**config.mk**
```make
export PLATFORM = sky130hd
export DESIGN_NAME = signed_int_to_decimal_ascii_top
export DESIGN_NICKNAME = d
export VERILOG_FILES = /design/src/sitoa_pkg.sv /design/src/signed_int_to_decimal_ascii_top.sv
export SDC_FILE = /design/constraint.sdc
export NUM_CORES = 1
export LEC_CHECK = 0
export ABC_CLOCK_PERIOD_IN_PS = 13800
export BUFFER_PORTS_ARGS = -buffer_cell sky130_fd_sc_hd__buf_2
export CORE_MARGIN = 2
export CORE_UTILIZATION = 54
export CTS_CLUSTER_DIAMETER = 80
export CTS_CLUSTER_SIZE = 16
export DETAILED_ROUTE_END_ITERATION = 10
export HOLD_SLACK_MARGIN = 0.05
export PLACE_DENSITY = 0.8
export SLEW_MARGIN = 20
export SYNTH_ARGS = -nofsm -noshare
export SYNTH_HDL_FRONTEND = slang
export SYNTH_SLANG_ARGS = --single-unit
```
**constraint.sdc**
```tcl
create_clock -name i_clk -period 13.8 [get_ports i_clk]
set_input_delay 2.76 -clock i_clk [delete_from_list [all_inputs] [get_ports i_clk]]
set_output_delay 2.76 -clock i_clk [all_outputs]
set_load 0.05 [all_outputs]
```
**src/sitoa_pkg.sv**
```systemverilog
// sitoa_pkg: shared constants, types and the shift-add-3 step
// for the signed integer to decimal ascii converter
// no dependencies
package sitoa_pkg;

    localparam int VAL_W          = 32;
    localparam int NUM_DIGITS     = 10;
    localparam int DIGIT_W        = 4;
    localparam int BCD_W          = NUM_DIGITS * DIGIT_W;
    localparam int DAB_STAGES     = 4;
    localparam int BITS_PER_STAGE = VAL_W / DAB_STAGES;
    localparam int IDX_W          = $clog2(NUM_DIGITS);
    localparam int CHAR_W         = 8;

    localparam logic [CHAR_W-1:0]  ASCII_ZERO  = 8'h30;
    localparam logic [CHAR_W-1:0]  ASCII_NINE  = 8'h39;
    localparam logic [CHAR_W-1:0]  ASCII_MINUS = 8'h2D;
    localparam logic [DIGIT_W-1:0] DAB_LIMIT   = 4'd5;
    localparam logic [DIGIT_W-1:0] DAB_ADJUST  = 4'd3;

    // one pipeline stage of the binary to bcd conversion
    typedef struct packed {
        logic             neg;
        logic [BCD_W-1:0] bcd;
        logic [VAL_W-1:0] mag;
    } t_stage;

    // BITS_PER_STAGE rounds of add-3 then shift left
    function automatic t_stage dabble_group(input t_stage s);
        t_stage r;
        r = s;
        for (int b = 0; b < BITS_PER_STAGE; b++) begin
            for (int d = 0; d < NUM_DIGITS; d++) begin
                if (r.bcd[d*DIGIT_W +: DIGIT_W] >= DAB_LIMIT) begin
                    r.bcd[d*DIGIT_W +: DIGIT_W] = r.bcd[d*DIGIT_W +: DIGIT_W] + DAB_ADJUST;
                end
            end
            r.bcd = {r.bcd[BCD_W-2:0], r.mag[VAL_W-1]};
            r.mag = {r.mag[VAL_W-2:0], 1'b0};
        end
        return r;
    endfunction

endpackage

```
**src/signed_int_to_decimal_ascii_top.sv**
```systemverilog
// signed_int_to_decimal_ascii_top: pipelined signed 32-bit to decimal text converter
// depends on sitoa_pkg (constants, stage type, shift-add-3 function)
// an accepted item passes stage 0, stages 1..4 and stage 5 before the serializer loads it
// throughput: one character per cycle on the output while i_stall is low;
// an item gives 1 to 11 characters (sign plus significant digits)
// the six-stage conversion pipeline takes a new item every cycle while it has room
// reset: synchronous active-low i_rst_n clears all valid bits and the serializer
module signed_int_to_decimal_ascii_top
    import sitoa_pkg::*;
(
    input  logic              i_clk,
    input  logic              i_rst_n,
    // input channel
    input  logic              i_valid,
    output logic              o_stall,
    input  logic [VAL_W-1:0]  i_value,
    // result channel
    output logic              o_valid,
    input  logic              i_stall,
    output logic [CHAR_W-1:0] o_character,
    output logic              o_last
);

    // pipeline map
    //   stage 0      : sign and magnitude (one 32-bit negate)
    //   stages 1..4  : eight shift-add-3 rounds each
    //   stage 5      : index of the most significant nonzero digit
    //   serializer   : sign then digits, one character per cycle while i_stall is low
    localparam int LAST_STG = DAB_STAGES + 1;

    logic [LAST_STG:0]    r_vld;
    logic [LAST_STG:0]    en;
    t_stage               r_stg [0:DAB_STAGES];

    logic                 r_s5_neg;
    logic [BCD_W-1:0]     r_s5_bcd;
    logic [IDX_W-1:0]     r_s5_top;
    logic [IDX_W-1:0]     n_top;

    // serializer
    logic                 r_busy;
    logic                 r_neg_pend;
    logic [IDX_W-1:0]     r_idx;
    logic [BCD_W-1:0]     r_bcd;
    logic [DIGIT_W-1:0]   cur_digit;
    logic                 adv;
    logic                 fin;
    logic                 ld;

    logic                 in_neg;
    logic [VAL_W-1:0]     in_mag;

    // two's complement magnitude; the most negative value lands on 0x80000000
    assign in_neg = i_value[VAL_W-1];
    assign in_mag = in_neg ? (~i_value + {{(VAL_W-1){1'b0}}, 1'b1}) : i_value;

    // serializer handshake
    assign adv = r_busy && !i_stall;
    assign fin = !r_neg_pend && (r_idx == '0);
    assign ld  = r_vld[LAST_STG] && (!r_busy || (adv && fin));

    // a stage moves when it is empty or its successor moves
    always_comb begin
        en[LAST_STG] = !r_vld[LAST_STG] || ld;
        for (int k = LAST_STG - 1; k >= 0; k--) begin
            en[k] = !r_vld[k] || en[k+1];
        end
    end

    assign o_stall = !en[0];

    // highest nonzero digit, zero when the whole value is zero
    always_comb begin
        n_top = '0;
        for (int d = 0; d < NUM_DIGITS; d++) begin
            if (r_stg[DAB_STAGES].bcd[d*DIGIT_W +: DIGIT_W] != '0) begin
                n_top = IDX_W'(d);
            end
        end
    end

    // valid bits
    always_ff @(posedge i_clk) begin
        if (!i_rst_n) begin
            r_vld <= '0;
        end else begin
            if (en[0]) begin
                r_vld[0] <= i_valid;
            end
            for (int k = 1; k <= LAST_STG; k++) begin
                if (en[k]) begin
                    r_vld[k] <= r_vld[k-1];
                end
            end
        end
    end

    // pipeline payload
    always_ff @(posedge i_clk) begin
        if (en[0]) begin
            r_stg[0].neg <= in_neg;
            r_stg[0].bcd <= '0;
            r_stg[0].mag <= in_mag;
        end
        for (int k = 1; k <= DAB_STAGES; k++) begin
            if (en[k]) begin
                r_stg[k] <= dabble_group(r_stg[k-1]);
            end
        end
        if (en[LAST_STG]) begin
            r_s5_neg <= r_stg[DAB_STAGES].neg;
            r_s5_bcd <= r_stg[DAB_STAGES].bcd;
            r_s5_top <= n_top;
        end
    end

    // serializer control: sign first, then digits down to index zero
    always_ff @(posedge i_clk) begin
        if (!i_rst_n) begin
            r_busy     <= 1'b0;
            r_neg_pend <= 1'b0;
            r_idx      <= '0;
        end else if (ld) begin
            r_busy     <= 1'b1;
            r_neg_pend <= r_s5_neg;
            r_idx      <= r_s5_top;
        end else if (adv) begin
            priority if (fin) begin
                r_busy <= 1'b0;
            end else if (r_neg_pend) begin
                r_neg_pend <= 1'b0;
            end else begin
                r_idx <= r_idx - IDX_W'(1);
            end
        end
    end

    // serializer digits
    always_ff @(posedge i_clk) begin
        if (ld) begin
            r_bcd <= r_s5_bcd;
        end
    end

    assign cur_digit   = r_bcd[{r_idx, 2'b00} +: DIGIT_W];
    assign o_valid     = r_busy;
    assign o_character = r_neg_pend ? ASCII_MINUS
                                    : (ASCII_ZERO + {{(CHAR_W-DIGIT_W){1'b0}}, cur_digit});
    assign o_last      = fin;

    // the sign is never the end of a number
    a_sign_not_last: assert property (@(posedge i_clk) disable iff (!i_rst_n)
        o_valid && (o_character == ASCII_MINUS) |-> !o_last)
        else $error("minus sign marked last");

    // a number's characters come without a gap
    a_run_unbroken: assert property (@(posedge i_clk) disable iff (!i_rst_n)
        o_valid && !i_stall && !o_last |=> o_valid)
        else $error("character run broken");

    // only a minus or a decimal digit leaves the block
    a_char_range: assert property (@(posedge i_clk) disable iff (!i_rst_n)
        o_valid |-> (o_character == ASCII_MINUS) ||
                    ((o_character >= ASCII_ZERO) && (o_character <= ASCII_NINE)))
        else $error("character out of range");

    // the last pipeline stage holds its item while the serializer is busy
    a_stage_hold: assert property (@(posedge i_clk) disable iff (!i_rst_n)
        r_vld[LAST_STG] && !ld |=> r_vld[LAST_STG] && $stable(r_s5_bcd) && $stable(r_s5_top))
        else $error("stage 5 item lost under stall");

    // the leading digit of a number is never zero unless it is the only digit
    a_no_lead_zero: assert property (@(posedge i_clk) disable iff (!i_rst_n)
        ld |=> (r_idx == '0) || (cur_digit != '0))
        else $error("leading zero digit");

endmodule

```
==> flow_metrics.tcl, run 1 <==
set metrics [dict create \
    status "completed" \
    skew_ns 0.0264 \
    fin_nets 3610 \
    port_buffers 43 \
    postCtsSetupRepairBufs 0 \
    ys_seq_area_frac 0.287 \
    post_route_cells_drive_above_1_share 0.0986 \
    arrival_ns 5.49 \
    start_util 0.546 \
    drc 0 \
    avgRoutedWirePerCell_um 13.8 \
    cp.required_ns 11.04 \
    grt_pass1_wl_mm 100 \
    fin_crit_sh 0.598 \
    hp-class "reg2reg" \
    wl_mm 57.4 \
    synth.distinct_cells 139 \
    hold_depth 0 \
    whs_endpoint "r_stg[0][167]$_DFFE_PP_" \
    syn2layout_area_growth_pct 5.00 \
    worstSetupStartpointType "input port" \
    dieHeight_um 237 \
    r2r_end "r_stg[0][270]$_DFFE_PP_" \
    crit_path_end_kind "output port" \
    pre_cts_slack_ns 5.60 \
    dp_hpwl_mm 43.1 \
    clock-sinks 284 \
    r2r_start "r_stg[0][186]$_DFFE_PP_" \
    antenna_left 0 \
    cts_tree "done" \
    pin_count 47 \
    cts-root-buf "clkbuf_16" \
    cp_cell_sequence "buf_2 -> inv_1 -> a21boi_0 -> and3_1 -> and3_1 -> nand3_2 -> inv_1 -> buf_2" \
    core-area_um2 53700 \
    slowest_stage "nand3_2" \
    synth-edff-count 272 \
    fin_setup_tns_ns 0 \
    gp_congestion 0.853 \
    cts_hold_buf 0 \
    drtPass1Iterations 6 \
    synth.largest_area_cell "edfxtp_1" \
    synth_most_common_cell "nand2_1" \
    drt_iter0_drc 1626 \
    final-setup-viol-count 0 \
    worst_slack_ns 5.55 \
    num_vias 25200 \
    synthCells 3465 \
    cts_buffers 25 \
    max_stage_delay_ns 0.71 \
    ys_ff_latch 284 \
    antenna_found_initial 1 \
    diodes 0 \
    viasPerCell 6.08 \
    ys_warn_count 0 \
    clk_latency_ns 0.55 \
    die-area_um2 56100 \
    cts.repair.resized 0 \
    maxCapViolations 0 \
    ys.flop_type "edfxtp_1" \
    rows 85 \
    fmax_mhz 121 \
    syn_area_um2 29300 \
    async_flop_share 0 \
    synth_area_leaders "edfxtp_1 (28%), ha_1 (6.1%), nand2_1 (4.1%)" \
    syn_area_per_cell_um2 8.46 \
    synthTopCellsByCount "nand2_1 (322), nor2_1 (273), edfxtp_1 (272)" \
    grt_usage 0.199 \
    worst_r2r_path_depth 30 \
    slew_violations 0 \
    crit_family "simple AND/OR/NAND/NOR gates" \
    htree_levels 1 \
    grt_max_degree 46 \
    hold_viol 0 \
    cp.depth 8 \
    cp-startpoint "i_stall" \
    grt-ovfl-total 0 \
    clk_pin_slew_ns 0.07 \
    finalCriticalPeriod_ns 8.25 \
    whs_ns 0.411 \
    worst_pin_slew_ns 1.07 \
    rsz0062_at_grt "false" \
    synth_top_area_share 0.279 \
    die_w_um 237 \
    min_from "r_stg[0][86]$_DFFE_PP_" \
    cts_buffer_depth 3 \
    grt_pass1_vias 22700 \
    crit_type "in2out" \
    crit_buf_inv 4 \
    crit_fanout 34 \
    max_slew_margin 0.287 \
    ff2ff_setup_slack_ns 5.79 \
]
## flip-flops by register name, summed over array words and instances (netlist names)
name / cells
r_s5_bcd: 40
r_vld: 6
r_neg_pend: 1
r_stg: 187
r_s5_top: 4
r_s5_neg: 1
o_valid: 1
r_idx: 4
r_bcd: 40
## final cells by class
cell class | instances | area, um2
fillers | 4735 | 22900
multi-input cells | 2852 | 19600
flip-flops and latches | 284 | 8410
well taps | 696 | 871
inverters | 214 | 805
clock buffers | 36 | 677
repair buffers | 54 | 298
clock inverters | 8 | 114
## worst max-delay path by stage
| stage | endpoint | slack (ns) |
|---|---|---|
| finish | o_stall | 5.55 |
| CTS | o_stall | 5.55 |
| floorplan | o_stall | 5.90 |
| detailed placement | o_stall | 5.60 |
| global route | r_stg[0][270]$_DFFE_PP_ | 5.00 |
| global placement | o_stall | 5.65 |
## kinds of logic after synthesis
family / share of synthesized area
AOI/OAI and AO/OA: 0.297
xor gates and xnor gates: 0.0440
adders and majority gates: 0.0629
buffers and inverters: 0.0447
DFF: 0.287
muxes: 0.0608
other: 0.000256
and+or+nand+nor: 0.203
## layer usage
metal,global-route usage,share of wire
met5,0,0.00031
met4,0.0345,0.014
met3,0.0189,0.029
met2,0.353,0.48
met1,0.266,0.48
## per-stage QoR
step,utilization,cell area (um2),std cells
final,0.573,30800,4144
after global routing,0.573,30800,4144
after CTS,0.573,30800,4144
after detailed placement,0.558,30000,4100
after global placement,0.558,30000,4100
after floorplan,-,29300,3466
## placed cells by master, fill, tap and decap left out, types with 43 or more instances in the layout
cell	synthesis	final
nand2_1	322	321
nor2_1	273	273
edfxtp_1	272	272
o21ai_0	238	238
a21oi_1	232	232
inv_1	199	199
ha_1	143	143
xnor2_1	104	104
nand3_1	86	85
mux2i_1	79	79
nor3_1	73	73
nand2b_1	71	71
a211oi_1	64	64
mux2_2	59	59
and2_1	52	52
o211ai_1	52	52
or3_1	49	49
a21o_1	47	47
o21ai_1	46	46
o21a_1	45	45
nor2b_1	43	43
buf_2	25	43
Power of run 1 is not shown: default switching activity piles up to over one toggle a cycle in this logic, so the estimate is an artifact.
==> inputs of run 2 (changes only) <==
--- a/config.mk
+++ b/config.mk
@@ -5,7 +5,8 @@
 export SDC_FILE = /design/constraint.sdc
 export NUM_CORES = 1
 export LEC_CHECK = 0
-export ABC_CLOCK_PERIOD_IN_PS = 13800
+export ABC_AREA = 1
+export ABC_CLOCK_PERIOD_IN_PS = 7800
 export BUFFER_PORTS_ARGS = -buffer_cell sky130_fd_sc_hd__buf_2
 export CORE_MARGIN = 2
 export CORE_UTILIZATION = 54
==> constraint.sdc (replaced) <==
create_clock -name i_clk -period 7.8 [get_ports i_clk]
set_input_delay 1.56 -clock i_clk [delete_from_list [all_inputs] [get_ports i_clk]]
set_output_delay 1.56 -clock i_clk [all_outputs]
set_load 0.05 [all_outputs]
==> run 2 against run 1 <==
  * Core utilization increased by 1.4 points
  * Clock skew shrank 0.015 ns
  * Count of clock-buffer cells in the layout shrank 5
  * Sequential share of layout area is 3.3 points higher
  * Die area down 12%
  * Non-clock buffer count decreased by 4
  * Critical path type is now reg2out
  * Synthesized cell count increased by 0.61%
  * Synthesized area is 12% lower
  * Register-to-register slack got worse by 4.4 ns
==> flow_metrics.tcl, run 2 <==
set metrics [dict create \
    synthTopCellsByCount "nand2_1 (1,076), inv_1 (571), nand3_1 (310)" \
    skew_ns 0.0113 \
    grt_pass1_wl_mm 79.0 \
    worstSetupStartpointType "register" \
    async_flop_share 0 \
    use_met1 0.210 \
    busiest_layer "met2" \
    port_buffers 43 \
    cts.repair.resized 0 \
    synth_most_common_cell "nand2_1" \
    ys_seq_area_frac 0.327 \
    ys_ff_latch 284 \
    slew_violations 0 \
    final-setup-viol-count 0 \
    use_met2 0.360 \
    ys_warn_count 0 \
    viasPerCell 5.08 \
    worst_pin_slew_ns 0.687 \
    pin_count 47 \
    dp_hpwl_mm 36.1 \
    syn_area_um2 25700 \
    start_util 0.550 \
    cts_tree "done" \
    syn2layout_area_growth_pct 6.66 \
    synthCells 3486 \
    synth_top_area_share 0.318 \
    grt_usage 0.181 \
    layout_common_cells "nand2_1 (1,076), inv_1 (569), nand3_1 (310), edfxtp_1 (272), nand2_2 (196)" \
    grt-ovfl-total 0 \
    hold_viol 0 \
    post_route_cells_drive_above_1_share 0.161 \
    die_w_um 222 \
    ys.flop_type "edfxtp_1" \
    fin_setup_tns_ns 0 \
    cts_buffer_depth 3 \
    drtPass1Iterations 5 \
    grt_max_degree 48 \
    dieHeight_um 222 \
    fin_nets 3730 \
    syn_area_per_cell_um2 7.38 \
    antenna_left 0 \
    crit_path_end_kind "output port" \
    finish.utilization 0.587 \
    antenna_found_initial 0 \
    cts_buffers 23 \
    cts-root-buf "clkbuf_16" \
    core-area_um2 46800 \
    max_slew_margin 0.542 \
    synth.distinct_cells 59 \
    clk_pin_slew_ns 0.07 \
    fin_crit_sh 0.826 \
    grt_util_met3 0.0169 \
    wl_mm 44.8 \
    htree_levels 1 \
    drt_iter0_drc 767 \
    avgRoutedWirePerCell_um 10.7 \
    rows 79 \
    layout_commonest_cell "nand2_1" \
    finalNonFillerCells 4171 \
    cts_hold_buf 0 \
    die-area_um2 49400 \
    finalCriticalPeriod_ns 6.45 \
    reg_top3 "r_stg x187, r_bcd x40, r_s5_bcd x40" \
    synth.largest_area_cell "edfxtp_1" \
    arrival_ns 4.89 \
    cp.required_ns 6.24 \
    num_vias 21200 \
    crit_type "reg2out" \
    clock-sinks 284 \
    gp_congestion 0.811 \
    crit_fanout 47 \
    top_register "r_stg" \
    whs_ns 0.418 \
    drc 0 \
    synth_area_leaders "edfxtp_1 (32%), nand2_1 (16%), inv_1 (8.3%)" \
    synth-edff-count 272 \
    postCtsSetupRepairBufs 0 \
    dp_cells 4133 \
    hp-class "reg2reg" \
    maxCapViolations 0 \
    largest_reg_flops 187 \
    status "completed" \
    grt_pass1_vias 19500 \
    fmax_mhz 155 \
    clk_latency_ns 0.54 \
    rsz0062_at_grt "false" \
    diodes 0 \
]
-- run 2: changes by cell type after synthesis, sizes merged, moves of 74 or more --
cell and delta:
nand2 +981, nor2 -181, nand3 +340, nor3 -74
nand4 +116, o21ai -122, xnor2 -82, inv +390
a211oi -74, mux2i -81, a21oi -188
-- run 2: final timing paths --
kind,start,end,slack (ns),cells past startpoint
setup / recovery,r_idx[0]$_SDFFE_PN0P_,o_stall,1.35,19
hold / removal,r_stg[0][23]$_DFFE_PN_,r_stg[0][104]$_DFFE_PP_,0.42,0
setup reg to reg,r_stg[0][275]$_DFFE_PP_,r_stg[0][362]$_DFFE_PP_,1.44,41
hold reg to reg,r_stg[0][23]$_DFFE_PN_,r_stg[0][104]$_DFFE_PP_,0.42,0
-- run 2: layer usage --
metal,wire length [um],part of all wire
met2,23200,0.52
met1,20000,0.45
met3,858,0.019
met5,0,0
met4,718,0.016
-- run 2: layout make-up --
| type | instances | area, um2 |
|---|---|---|
| clock buffers | 31 | 616 |
| fillers | 4165 | 19300 |
| repair buffers | 50 | 268 |
| inverters | 606 | 2280 |
| multi-input cells | 2586 | 15000 |
| well taps | 607 | 759 |
| clock inverters | 7 | 104 |
| flip-flops and latches | 284 | 8410 |
-- run 2: cell families (layout without fill, tap and decap cells) --
kind of cell | Yosys count | in the layout | share of synthesized area
other | 2 | 3 | 0.000292
adders and majority gates | 143 | 143 | 0.0696
AOI/OAI and AO/OA | 297 | 297 | 0.0759
buffers and inverters | 617 | 694 | 0.0906
xor gates and xnor gates | 103 | 103 | 0.0415
DFF | 284 | 284 | 0.327
and+or+nand+nor | 2037 | 2037 | 0.394
muxes | 3 | 3 | 0.00117
-- run 2: worst max-delay path, cell delays in order, from the launching register on --
cell        delay (ns)
dfxtp_1           0.74
inv_1             0.52
ha_1              0.35
nand4_1           0.11
o21ai_0           0.14
nor2_1            0.20
clkinvlp_4        0.10
buf_4             0.29
nor2_1            0.15
inv_1             0.05
buf_4             0.27
nor2_1            0.27
clkinvlp_4        0.13
nor2_1            0.09
inv_1             0.06
nor2_1            0.08
inv_1             0.04
buf_4             0.27
nor2_4            0.16
buf_2             0.27
-- run 2: per-stage QoR --
| stage | worst slack [ns] | area (um2) |
|---|---|---|
| 3_3_place_gp | 1.79 | 26700 |
| 2_1_floorplan | 0.133 | 25700 |
| 6_report | 1.35 | 27400 |
| 5_1_grt | 0.712 | 27400 |
| 4_1_cts | 1.32 | 27400 |
| 3_5_place_dp | 1.47 | 26700 |
Power of run 2 is left out for the same reason.
==> inputs of run 3 (changes only) <==
--- a/config.mk
+++ b/config.mk
@@ -5,8 +5,8 @@
 export SDC_FILE = /design/constraint.sdc
 export NUM_CORES = 1
 export LEC_CHECK = 0
-export ABC_AREA = 1
-export ABC_CLOCK_PERIOD_IN_PS = 7800
+export ABC_AREA = 0
+export ABC_CLOCK_PERIOD_IN_PS = 6590
 export BUFFER_PORTS_ARGS = -buffer_cell sky130_fd_sc_hd__buf_2
 export CORE_MARGIN = 2
 export CORE_UTILIZATION = 54
==> constraint.sdc (replaced) <==
create_clock -name i_clk -period 6.59 [get_ports i_clk]
set_input_delay 1.318 -clock i_clk [delete_from_list [all_inputs] [get_ports i_clk]]
set_output_delay 1.318 -clock i_clk [all_outputs]
set_load 0.05 [all_outputs]
==> run 3 against run 2 <==
  * Die area grew 14%
  * Wire length up 39%
  * Flip-flop and latch count unchanged
  * Largest cell class unchanged
  * Critical endpoint is now r_stg[0][262]$_DFFE_PP_
==> flow_metrics.tcl, run 3 (same netlist as run 1, synthesis figures left out) <==
set metrics [dict create \
    start_util 0.546 \
    cts_tree "done" \
    cp.required_ns 6.89 \
    crit_type "reg2reg" \
    max_slew_margin 0.321 \
    dieHeight_um 237 \
    maxCapViolations 0 \
    htree_levels 1 \
    grt_usage 0.203 \
    layout_common_cells "nand2_1 (314), edfxtp_1 (272), nor2_1 (258), o21ai_0 (220), a21oi_1 (209)" \
    fin_nets 3806 \
    syn2layout_area_growth_pct 14.1 \
    die-area_um2 56100 \
    drt_iter0_drc 1898 \
    cts_buffer_depth 3 \
    finalCriticalPeriod_ns 6.47 \
    post_route_cells_drive_above_1_share 0.205 \
    diodes 0 \
    max_stage_delay_ns 0.46 \
    crit_path_end_kind "register" \
    worst_pin_slew_ns 1.02 \
    fmax_mhz 155 \
    largest_reg_flops 187 \
    fin_area_um2 33400 \
    pin_count 47 \
    avgRoutedWirePerCell_um 14.3 \
    clk_pin_slew_ns 0.07 \
    drc 0 \
    hold_viol 0 \
    cts-root-buf "clkbuf_16" \
    drtPass1Iterations 6 \
    clk_latency_ns 0.56 \
    core-area_um2 53700 \
    antenna_found_initial 0 \
    viasPerCell 6.08 \
    cts_buffers 25 \
    grt_pass1_vias 23200 \
    num_vias 26400 \
    grt-ovfl-total 0 \
    slowest_stage "or4b_1" \
    port_buffers 43 \
    slew_violations 0 \
    crit_fanout 5 \
    arrival_ns 6.77 \
    final-setup-viol-count 0 \
    wl_mm 62.2 \
    grt_max_degree 46 \
    hp-class "reg2reg" \
    worstSetupStartpointType "register" \
    clock-sinks 284 \
    status "completed" \
    skew_ns 0.0367 \
    antenna_left 0 \
    die_w_um 237 \
    rows 85 \
    cpMostUsedCell "inv_1" \
    top_register "r_stg" \
    gp_congestion 0.860 \
    reg_top3 "r_stg x187, r_bcd x40, r_s5_bcd x40" \
    fin_crit_sh 0.981 \
    layout_commonest_cell "nand2_1" \
    place_area_um2 31000 \
    dp_hpwl_mm 44.5 \
    grt_pass1_wl_mm 102 \
]
==> run 3: cell count changes in the layout (fill, tap and decap cells not counted), sizes merged, moves of 116 or more <==
cell and delta:
nand4 -116, o21ai +122, buf +200, a21oi +188, nand3 -340, inv -388
nor2 +181, nand2 -981
==> run 3: final timing paths <==
check / start / depth (start not counted) / slack, ns / to
min: r_stg[0][163]$_DFFE_PP_ / 0 / 0.41 / r_stg[0][244]$_DFFE_PP_
min reg2reg: r_stg[0][163]$_DFFE_PP_ / 0 / 0.41 / r_stg[0][244]$_DFFE_PP_
max: r_stg[0][183]$_DFFE_PP_ / 34 / 0.12 / r_stg[0][262]$_DFFE_PP_
max reg2reg: r_stg[0][183]$_DFFE_PP_ / 34 / 0.12 / r_stg[0][262]$_DFFE_PP_
==> run 3: metrics by stage <==
step	setup TNS, ns	hold slack [ns]	utilization	setup WS, ns	cells
after detailed placement	-0.337	0.405	0.577	-0.0950	4224
final	0	0.413	0.622	0.122	4340
after floorplan	0	0.400	-	0.00508	3466
after global routing	-2.89	0.418	0.622	-0.182	4340
after global placement	0	0.401	0.577	0.0331	4224
after CTS	0	0.418	0.593	0.00268	4272
==> run 3: layout make-up <==
cell class	instances	area (um2)
clock buffers	34	659
clock inverters	10	139
flip-flops and latches	284	8410
inverters	214	805
fillers	4341	20300
repair buffers	250	1770
well taps	696	871
multi-input cells	2852	20800
==> run 3: worst max-delay path: cells and delay by family (launching register included) <==
family | cells | cell delay, ns
compound gates | 10 | 1.80
fa+ha+maj | 7 | 1.28
buf+inv | 5 | 0.34
flops | 1 | 0.41
mux | 1 | 0.34
simple gates | 11 | 2.03
==> run 3: what timing repair did <==
item | CTS | global route
pin swaps | 1 | 80
gates cloned | 0 | 0
endpoints found under the setup margin | 12 | 75
resized for setup | 4 | 251
setup buffers | 4 | 68
hold buffers | 0 | 0
==> run 3: routing by layer <==
layer,track usage,vias up,routed length (um)
li1,-,13500,-
met1,0.272,12300,28400
met2,0.362,504,30900
met3,0.0156,63,1960
met4,0.0347,0,864
met5,0,-,0
Power of run 3 is left out for the same reason.
